==> src/rtl/core/fol_pkg.sv <==
// Shared constants, codes and control types of the frequency ordered list unit.
package fol_pkg;

	localparam int DEPTH_DEFAULT       = 16;
	localparam int DATA_WIDTH_DEFAULT  = 32;
	localparam int COUNT_WIDTH_DEFAULT = 16;

	// Fixed field widths of the stream channels
	localparam int OPCODE_W    = 2;
	localparam int VALUE_W     = 32;
	localparam int STATUS_W    = 2;
	localparam int POSITION_W  = 4;
	localparam int FREQUENCY_W = 16;

	localparam int S_TDATA_W = 32;
	localparam int M_TDATA_W = 24;

	// Opcodes
	localparam logic [OPCODE_W-1:0] OP_CLEAR  = 2'd0;
	localparam logic [OPCODE_W-1:0] OP_APPEND = 2'd1;
	localparam logic [OPCODE_W-1:0] OP_LOCATE = 2'd2;
	localparam logic [OPCODE_W-1:0] OP_NOP    = 2'd3;

	// Result status codes
	localparam logic [STATUS_W-1:0] STAT_OK   = 2'd0;
	localparam logic [STATUS_W-1:0] STAT_MISS = 2'd1;
	localparam logic [STATUS_W-1:0] STAT_FULL = 2'd2;

	typedef struct packed {
		logic capture; // input transfer: register operation and compare
		logic commit;  // apply the update and hand the result over
	} cmd_t;

	typedef struct packed {
		logic [STATUS_W-1:0]    status;
		logic [POSITION_W-1:0]  position;
		logic [FREQUENCY_W-1:0] frequency;
	} result_t;

endpackage

==> src/rtl/core/fol_ctrl.sv <==
// Controller: stream handshakes, two-state sequencer and the output register.
module fol_ctrl (
	input  logic             clk,
	input  logic             arst_n,
	input  logic             s_tvalid,
	output logic             s_tready,
	output logic             m_tvalid,
	input  logic             m_tready,
	output fol_pkg::result_t m_result,
	output fol_pkg::cmd_t    cmd,
	input  fol_pkg::result_t dp_result
);
	import fol_pkg::*;

	localparam logic S_IDLE   = 1'b0;
	localparam logic S_UPDATE = 1'b1;

	logic    state_q;
	logic    m_tvalid_q;
	result_t result_q;
	logic    out_free;

	assign out_free    = !m_tvalid_q || m_tready;
	assign s_tready    = (state_q == S_IDLE);
	assign cmd.capture = s_tvalid && s_tready;
	assign cmd.commit  = (state_q == S_UPDATE) && out_free;

	always_ff @(posedge clk or negedge arst_n) begin
		if (!arst_n) begin
			state_q    <= S_IDLE;
			m_tvalid_q <= 1'b0;
		end else begin
			unique case (state_q)
				S_IDLE: begin
					if (cmd.capture) begin
						state_q <= S_UPDATE;
					end
				end
				S_UPDATE: begin
					// hold here while the previous result is still not taken
					if (out_free) begin
						state_q <= S_IDLE;
					end
				end
				default: begin
					state_q <= S_IDLE;
				end
			endcase
			if (cmd.commit) begin
				m_tvalid_q <= 1'b1;
			end else if (m_tready) begin
				m_tvalid_q <= 1'b0;
			end
		end
	end

	always_ff @(posedge clk) begin
		if (cmd.commit) begin
			result_q <= dp_result;
		end
	end

	assign m_tvalid = m_tvalid_q;
	assign m_result = result_q;

endmodule

==> src/rtl/core/fol_datapath.sv <==
// Datapath: entry registers, parallel match, count update and shift-insert.
module fol_datapath #(
	parameter int DEPTH       = fol_pkg::DEPTH_DEFAULT,
	parameter int DATA_WIDTH  = fol_pkg::DATA_WIDTH_DEFAULT,
	parameter int COUNT_WIDTH = fol_pkg::COUNT_WIDTH_DEFAULT
) (
	input  logic                          clk,
	input  logic                          arst_n,
	input  fol_pkg::cmd_t                 cmd,
	input  logic [fol_pkg::OPCODE_W-1:0]  in_opcode,
	input  logic [fol_pkg::VALUE_W-1:0]   in_value,
	output fol_pkg::result_t              result
);
	import fol_pkg::*;

	localparam int IDX_W = (DEPTH > 1) ? $clog2(DEPTH) : 1;
	localparam int TOT_W = $clog2(DEPTH + 1);

	logic [DATA_WIDTH-1:0]  val_q [DEPTH];
	logic [COUNT_WIDTH-1:0] cnt_q [DEPTH];
	logic [TOT_W-1:0]       total_q;

	logic [OPCODE_W-1:0]    op_s1;
	logic [DATA_WIDTH-1:0]  value_s1;
	logic [DEPTH-1:0]       first_s1;

	logic [DATA_WIDTH-1:0]  key;
	logic [DEPTH-1:0]       eq;
	logic [DEPTH-1:0]       first;

	logic                   hit_any;
	logic                   full;
	logic [IDX_W-1:0]       idx;
	logic [COUNT_WIDTH-1:0] cnt_old;
	logic [COUNT_WIDTH-1:0] cnt_new;
	logic [DEPTH-1:0]       move_over;
	logic [IDX_W-1:0]       k;
	logic                   do_locate;
	logic                   do_append;
	logic [DEPTH-1:0]       sel_ins;
	logic [DEPTH-1:0]       sel_shift;
	logic [DEPTH-1:0]       sel_app;

	// Match stage: compare the incoming value against every live entry
	assign key = DATA_WIDTH'(in_value);

	always_comb begin
		logic seen;
		seen = 1'b0;
		for (int j = 0; j < DEPTH; j++) begin
			eq[j]    = (TOT_W'(j) < total_q) && (val_q[j] == key);
			first[j] = eq[j] && !seen;
			seen     = seen || eq[j];
		end
	end

	always_ff @(posedge clk) begin
		if (cmd.capture) begin
			op_s1    <= in_opcode;
			value_s1 <= key;
			first_s1 <= first;
		end
	end

	// Update stage
	assign hit_any = |first_s1;
	assign full    = (total_q == TOT_W'(DEPTH));

	always_comb begin
		idx     = '0;
		cnt_old = '0;
		for (int j = 0; j < DEPTH; j++) begin
			idx     = idx | (first_s1[j] ? IDX_W'(j) : '0);
			cnt_old = cnt_old | (first_s1[j] ? cnt_q[j] : '0);
		end
	end

	assign cnt_new = (&cnt_old) ? cnt_old : cnt_old + 1'b1;

	// Counts are non-increasing from the head, so the earlier entries that the
	// located one overtakes form one run ending just before it.
	always_comb begin
		for (int j = 0; j < DEPTH; j++) begin
			move_over[j] = (IDX_W'(j) < idx) && (cnt_q[j] <= cnt_new);
		end
		k = idx;
		for (int j = DEPTH - 1; j >= 0; j--) begin
			if (move_over[j]) begin
				k = IDX_W'(j);
			end
		end
	end

	assign do_locate = cmd.commit && (op_s1 == OP_LOCATE) && hit_any;
	assign do_append = cmd.commit && (op_s1 == OP_APPEND) && !full;

	always_comb begin
		for (int j = 0; j < DEPTH; j++) begin
			sel_ins[j]   = do_locate && (IDX_W'(j) == k);
			sel_shift[j] = do_locate && (IDX_W'(j) > k) && (IDX_W'(j) <= idx);
			sel_app[j]   = do_append && (total_q == TOT_W'(j));
		end
	end

	for (genvar g = 0; g < DEPTH; g++) begin : g_entry
		if (g == 0) begin : g_head
			always_ff @(posedge clk) begin
				if (sel_ins[g]) begin
					val_q[g] <= value_s1;
					cnt_q[g] <= cnt_new;
				end else if (sel_app[g]) begin
					val_q[g] <= value_s1;
					cnt_q[g] <= '0;
				end
			end
		end else begin : g_body
			always_ff @(posedge clk) begin
				if (sel_ins[g]) begin
					val_q[g] <= value_s1;
					cnt_q[g] <= cnt_new;
				end else if (sel_shift[g]) begin
					val_q[g] <= val_q[g-1];
					cnt_q[g] <= cnt_q[g-1];
				end else if (sel_app[g]) begin
					val_q[g] <= value_s1;
					cnt_q[g] <= '0;
				end
			end
		end
	end

	always_ff @(posedge clk or negedge arst_n) begin
		if (!arst_n) begin
			total_q <= '0;
		end else if (cmd.commit && (op_s1 == OP_CLEAR)) begin
			total_q <= '0;
		end else if (do_append) begin
			total_q <= total_q + 1'b1;
		end
	end

	always_comb begin
		result.status    = STAT_OK;
		result.position  = '0;
		result.frequency = '0;
		unique case (op_s1)
			OP_CLEAR: begin
				result.status = STAT_OK;
			end
			OP_APPEND: begin
				if (full) begin
					result.status = STAT_FULL;
				end else begin
					result.position = POSITION_W'(total_q);
				end
			end
			OP_LOCATE: begin
				if (hit_any) begin
					result.position  = POSITION_W'(k);
					result.frequency = FREQUENCY_W'(cnt_new);
				end else begin
					result.status = STAT_MISS;
				end
			end
			default: begin
				result.status = STAT_OK;
			end
		endcase
	end

endmodule

==> src/rtl/core/frequency_ordered_list_unit.sv <==
// Top level of the frequency ordered list unit: controller plus datapath.
//
// Keeps up to DEPTH values, each with an access count, in non-increasing
// count order. One operation enters on the slave stream: s_tuser carries the
// opcode (clear, append, locate), s_tdata the value. Exactly one result
// leaves on the master stream: m_tuser carries the status (done or found,
// locate miss, append refused), m_tdata the new position and count.
//
// In the transfer cycle the value is compared against all entries in
// parallel; the update state then bumps the count and does the
// shift-insert. The next operation is taken only once the update is
// through, since the following compare depends on it. The update writes
// the result into the output register, which drives m_tvalid.
//
// Reset empties the list; entry storage itself is not cleared. The output
// register lets a new operation enter while a result waits; if the receiver
// stalls, the unit holds its update cycle until the output register frees.
module frequency_ordered_list_unit #(
	parameter int DEPTH       = fol_pkg::DEPTH_DEFAULT,
	parameter int DATA_WIDTH  = fol_pkg::DATA_WIDTH_DEFAULT,
	parameter int COUNT_WIDTH = fol_pkg::COUNT_WIDTH_DEFAULT
) (
	input  logic                          clk,
	input  logic                          arst_n,
	input  logic                          s_tvalid,
	output logic                          s_tready,
	input  logic [fol_pkg::S_TDATA_W-1:0] s_tdata,  // [31:0] value
	input  logic [fol_pkg::OPCODE_W-1:0]  s_tuser,  // [1:0] opcode
	output logic                          m_tvalid,
	input  logic                          m_tready,
	output logic [fol_pkg::M_TDATA_W-1:0] m_tdata,  // [3:0] position, [19:4] frequency
	output logic [fol_pkg::STATUS_W-1:0]  m_tuser   // [1:0] status
);
	import fol_pkg::*;

	cmd_t    cmd;
	result_t dp_result;
	result_t m_result;

	fol_ctrl u_ctrl (
		.clk       (clk),
		.arst_n    (arst_n),
		.s_tvalid  (s_tvalid),
		.s_tready  (s_tready),
		.m_tvalid  (m_tvalid),
		.m_tready  (m_tready),
		.m_result  (m_result),
		.cmd       (cmd),
		.dp_result (dp_result)
	);

	fol_datapath #(
		.DEPTH       (DEPTH),
		.DATA_WIDTH  (DATA_WIDTH),
		.COUNT_WIDTH (COUNT_WIDTH)
	) u_datapath (
		.clk       (clk),
		.arst_n    (arst_n),
		.cmd       (cmd),
		.in_opcode (s_tuser),
		.in_value  (s_tdata[VALUE_W-1:0]),
		.result    (dp_result)
	);

	assign m_tdata = {(M_TDATA_W - FREQUENCY_W - POSITION_W)'(0),
		m_result.frequency, m_result.position};
	assign m_tuser = m_result.status;

endmodule

==> config.mk <==
export PLATFORM = sky130hd
export DESIGN_NAME = frequency_ordered_list_unit
export DESIGN_NICKNAME = d
export VERILOG_FILES = /design/src/rtl/core/fol_pkg.sv /design/src/rtl/core/fol_ctrl.sv /design/src/rtl/core/fol_datapath.sv /design/src/rtl/core/frequency_ordered_list_unit.sv
export SDC_FILE = /design/constraint.sdc
export NUM_CORES = 2
export LEC_CHECK = 0
export ABC_AREA = 1
export BUFFER_PORTS_ARGS = -buffer_cell sky130_fd_sc_hd__buf_2
export CELL_PAD_IN_SITES_DETAIL_PLACEMENT = 2
export CELL_PAD_IN_SITES_GLOBAL_PLACEMENT = 2
export CORE_MARGIN = 10
export CORE_UTILIZATION = 37
export DETAILED_ROUTE_END_ITERATION = 7
export HOLD_SLACK_MARGIN = 0.05
export MAX_ROUTING_LAYER = met4
export PLACE_DENSITY = 0.85
export SYNTH_ARGS = -nofsm -noshare
export SYNTH_HDL_FRONTEND = slang
export SYNTH_SLANG_ARGS = --single-unit
==> constraint.sdc <==
create_clock -name clk -period 8.95 [get_ports clk]
set_input_delay 0.4475 -clock clk [delete_from_list [all_inputs] [get_ports clk]]
set_output_delay 0.4475 -clock clk [all_outputs]
set_load 0.02 [all_outputs]
==> out/results.ini <==
[critical_path]
cp_slowest_cell = nand3_4
reg2reg_to = u_datapath.cnt_q[1][73]$_SDFFCE_PP0P_
worstPathRequired_ns = 9.28
startpoint_type = flop
crit_path_start = u_datapath.cnt_q[0][0]$_SDFFCE_PP0P_
worst-r2r-setup-slack_ns = 0.52
cp.depth = 38
cpLargestDelayFamily = simple AND/OR/NAND/NOR gates
endpoint = u_datapath.cnt_q[1][73]$_SDFFCE_PP0P_
cp.arrival_ns = 8.77
cp-end-kind = flop
critPathMostFrequentCell = nand2_1
cp_max_fo = 24
critical_path_class = flop to flop
slowest_delay_ns = 0.64
worst-path-buf-inv = 8
r2r_start = u_datapath.cnt_q[0][0]$_SDFFCE_PP0P_
reg2reg_depth = 38

[logic_synthesis]
synth.most_common_cell = nand2_1
syn_area_mm2 = 0.0510
syn_inst = 5749
yosysSeqAreaShare_pct = 49.8
synth_edf_count = 840
synth_cell_type_count = 72
ys_warn_count = 0
synth_common_cells = nand2_1 (1472), edfxtp_1 (840), nor2_1 (475)
yosys.area.top_type_share_pct = 49.4
synth-main-ff-cell = edfxtp_1
synth_top_area_cell = edfxtp_1
syn_avg_cell_area_um2 = 8.88
synth-seq-cells = 847
synth.top_cells.by_area = edfxtp_1 (49%), nand2_1 (11%), ha_1 (5.3%)
async_reset_ff_share_pct = 0.826

[pwr]
power.leakage_nw = 22.8
p_seq_share_pct = 34.8
p_switching_mw = 8.17
power.density_mw_per_mm2 = 324
p_clk_share_pct = 22.9
combPwrFrac_pct = 42.3
irDropWorstVdd_v = 0.000159
swShare_pct = 44.6
p_int_mw = 10.1

[floorplanning]
fp.dieW_um = 391
coreArea_mm2 = 0.137
ioPinCount = 66
rows = 136
die_h_um = 391
dieArea_mm2 = 0.153
initial_core_util_pct = 37.2

[detailed_routing]
ant_nets = 0
viasPerCell = 6.30
drc_errors = 0
wl_um = 258000
drt-wirelength-per-cell_um = 33.9
drtIter0Drc = 5971
num_vias = 48000
first_pass_iters = 6

[clocking]
path_clk_slew_ns = 0.06
clock_latency_ns = 0.77
cts_tree = yes
cts_made_buffers = 98
h-tree-depth = 3
root_buffer = clkbuf_16
cts.path.max_buffers = 3
clock-sinks = 847

[grt]
grt.total_usage_pct = 33.7
grt_pass1_wl_um = 366000
grt_max_degree = 97
first_global_vias = 50200
overflow = 0
antenna_found_initial = 12

[timing]
slew-limit-headroom_pct = 15.8
hold_violations = 0
clock_skew_ns = 0.0874
rsz0062_at_grt = no
finalSetupTns_ns = 0
setup_viol = 0
fin_crit_ns = 8.43
finalCritPeriodShare_pct = 94.2
worstMarginPinSlew_ns = 1.25
max_freq_mhz = 119
setup_ws_ns = 0.517
maxSlewViolCount = 0

[place]
dp_slack_ns = 0.400
gp_congestion = 1.00
hpwl_um = 188000
numPortBuffers = 61

[layout]
drive_gt1_share_pct = 8.58
fillers = 15000
syn2layout_area_growth_pct = 10.8
nNetsFinal = 5990

[min_path]
min_path_type = primary input to asynchronous set/reset pin

[outcome]
outcome = complete, no violations

[job]
cap_violations = 0

-- layer usage --
metal	part of all wire (%)	routed length, um	GRT usage, %
met5	0	0	-
met4	7.9	20500	21.5
met3	8.8	22700	6.22
met2	46	120000	53.6
met1	37	95500	39.2
-- area by class of cell --
cell class / instances / area [um2] / area share (%)
Timing Repair Buffer: 199 / 1620 / 2.86
Sequential cell: 847 / 25400 / 44.9
Clock inverter: 61 / 584 / 1.03
Antenna cell: 10 / 25.0 / 0.0442
Clock buffer: 121 / 2600 / 4.60
Inverter: 527 / 1990 / 3.53
Tap cell: 1794 / 2240 / 3.97
Multi-Input combinational cell: 4062 / 22100 / 39.1
-- metrics by stage --
| stage | cell area [um2] | power, mW | util (%) | std cells | hold slack, ns |
|---|---|---|---|---|---|
| final | 56600 | 18.3 | 41.2 | 7621 | 0.132 |
| after global routing | 56600 | 19.0 | 41.2 | 7620 | 0.136 |
| after CTS | 56400 | 18.0 | 41.1 | 7605 | 0.112 |
| after detailed placement | 53200 | 13.8 | 38.7 | 7418 | 0.359 |
| after global placement | 53200 | 13.2 | 38.7 | 7418 | 0.350 |
| after floorplan | 51100 | 10.5 | - | 5752 | 0.152 |
-- worst min path at each step --
stage	start	end	slack [ns]
3_3_place_gp	arst_n	u_ctrl.state_q$_DFF_PN0_	0.35
4_1_cts	arst_n	u_ctrl.m_tvalid$_DFFE_PN0P_	0.11
2_1_floorplan	arst_n	u_ctrl.m_tvalid$_DFFE_PN0P_	0.15
3_5_place_dp	arst_n	u_ctrl.m_tvalid$_DFFE_PN0P_	0.36
6_report	arst_n	u_datapath.total_q[3]$_DFFE_PN0P_	0.13
5_1_grt	arst_n	u_ctrl.m_tvalid$_DFFE_PN0P_	0.14
-- layout by cell type, fill, tap and decap left out, types with 16 or more instances in the layout --
cell type	n
inv_1	466
clkinv_1	57
nand4_1	111
nor3_1	35
o21ai_0	322
a21oi_1	327
buf_12	21
xnor2_1	191
buf_4	111
a21oi_2	19
nand2_2	32
o211ai_1	16
or2_2	17
clkbuf_16	100
edfxtp_1	840
o21ai_1	137
o22ai_1	135
nand2_1	1465
clkinv_2	18
nor2_1	470
a211oi_1	21
inv_2	25
ha_1	217
a221oi_1	39
clkbuf_1	19
buf_2	61
xor2_1	71
nor4_1	69
nand3_1	207
-- power by group through the flow --
stage               sequential [mW]  combinational, mW  clock [mW]
floorplan                      6.07               4.43           0
global placement               6.35               6.85           0
detailed placement             6.39               7.40           0
CTS                            6.33               7.53        4.18
global route                   6.39               8.31        4.33
finish                         6.38               7.74        4.19
-- state kept, by name, indices dropped and copies added, names as in the netlist --
name	cells
u_ctrl.m_result	22
u_ctrl.m_tvalid	1
u_ctrl.state_q	1
u_datapath.cnt_q	256
u_datapath.first_s1	16
u_datapath.op_s1	2
u_datapath.total_q	5
u_datapath.val_q	512
u_datapath.value_s1	32
-- cell families after synthesis --
group	Yosys count	share of synthesized area, %
DFF	847	49.8
other	1	0.00735
buffers and inverters	844	7.35
adders and majority gates	217	5.32
and+or+nand+nor	2490	20.9
xor gates and xnor gates	263	4.53
AOI/OAI and AO/OA	1087	12.1
-- what timing repair did --
action,in CTS,in global routing
endpoints found under the setup margin,0,185
hold buffers,5,0
setup buffers,0,5
hold endpoints to repair,11,0
resized for setup,0,6
No activity file was read; power rests on OpenSTA's default activity.
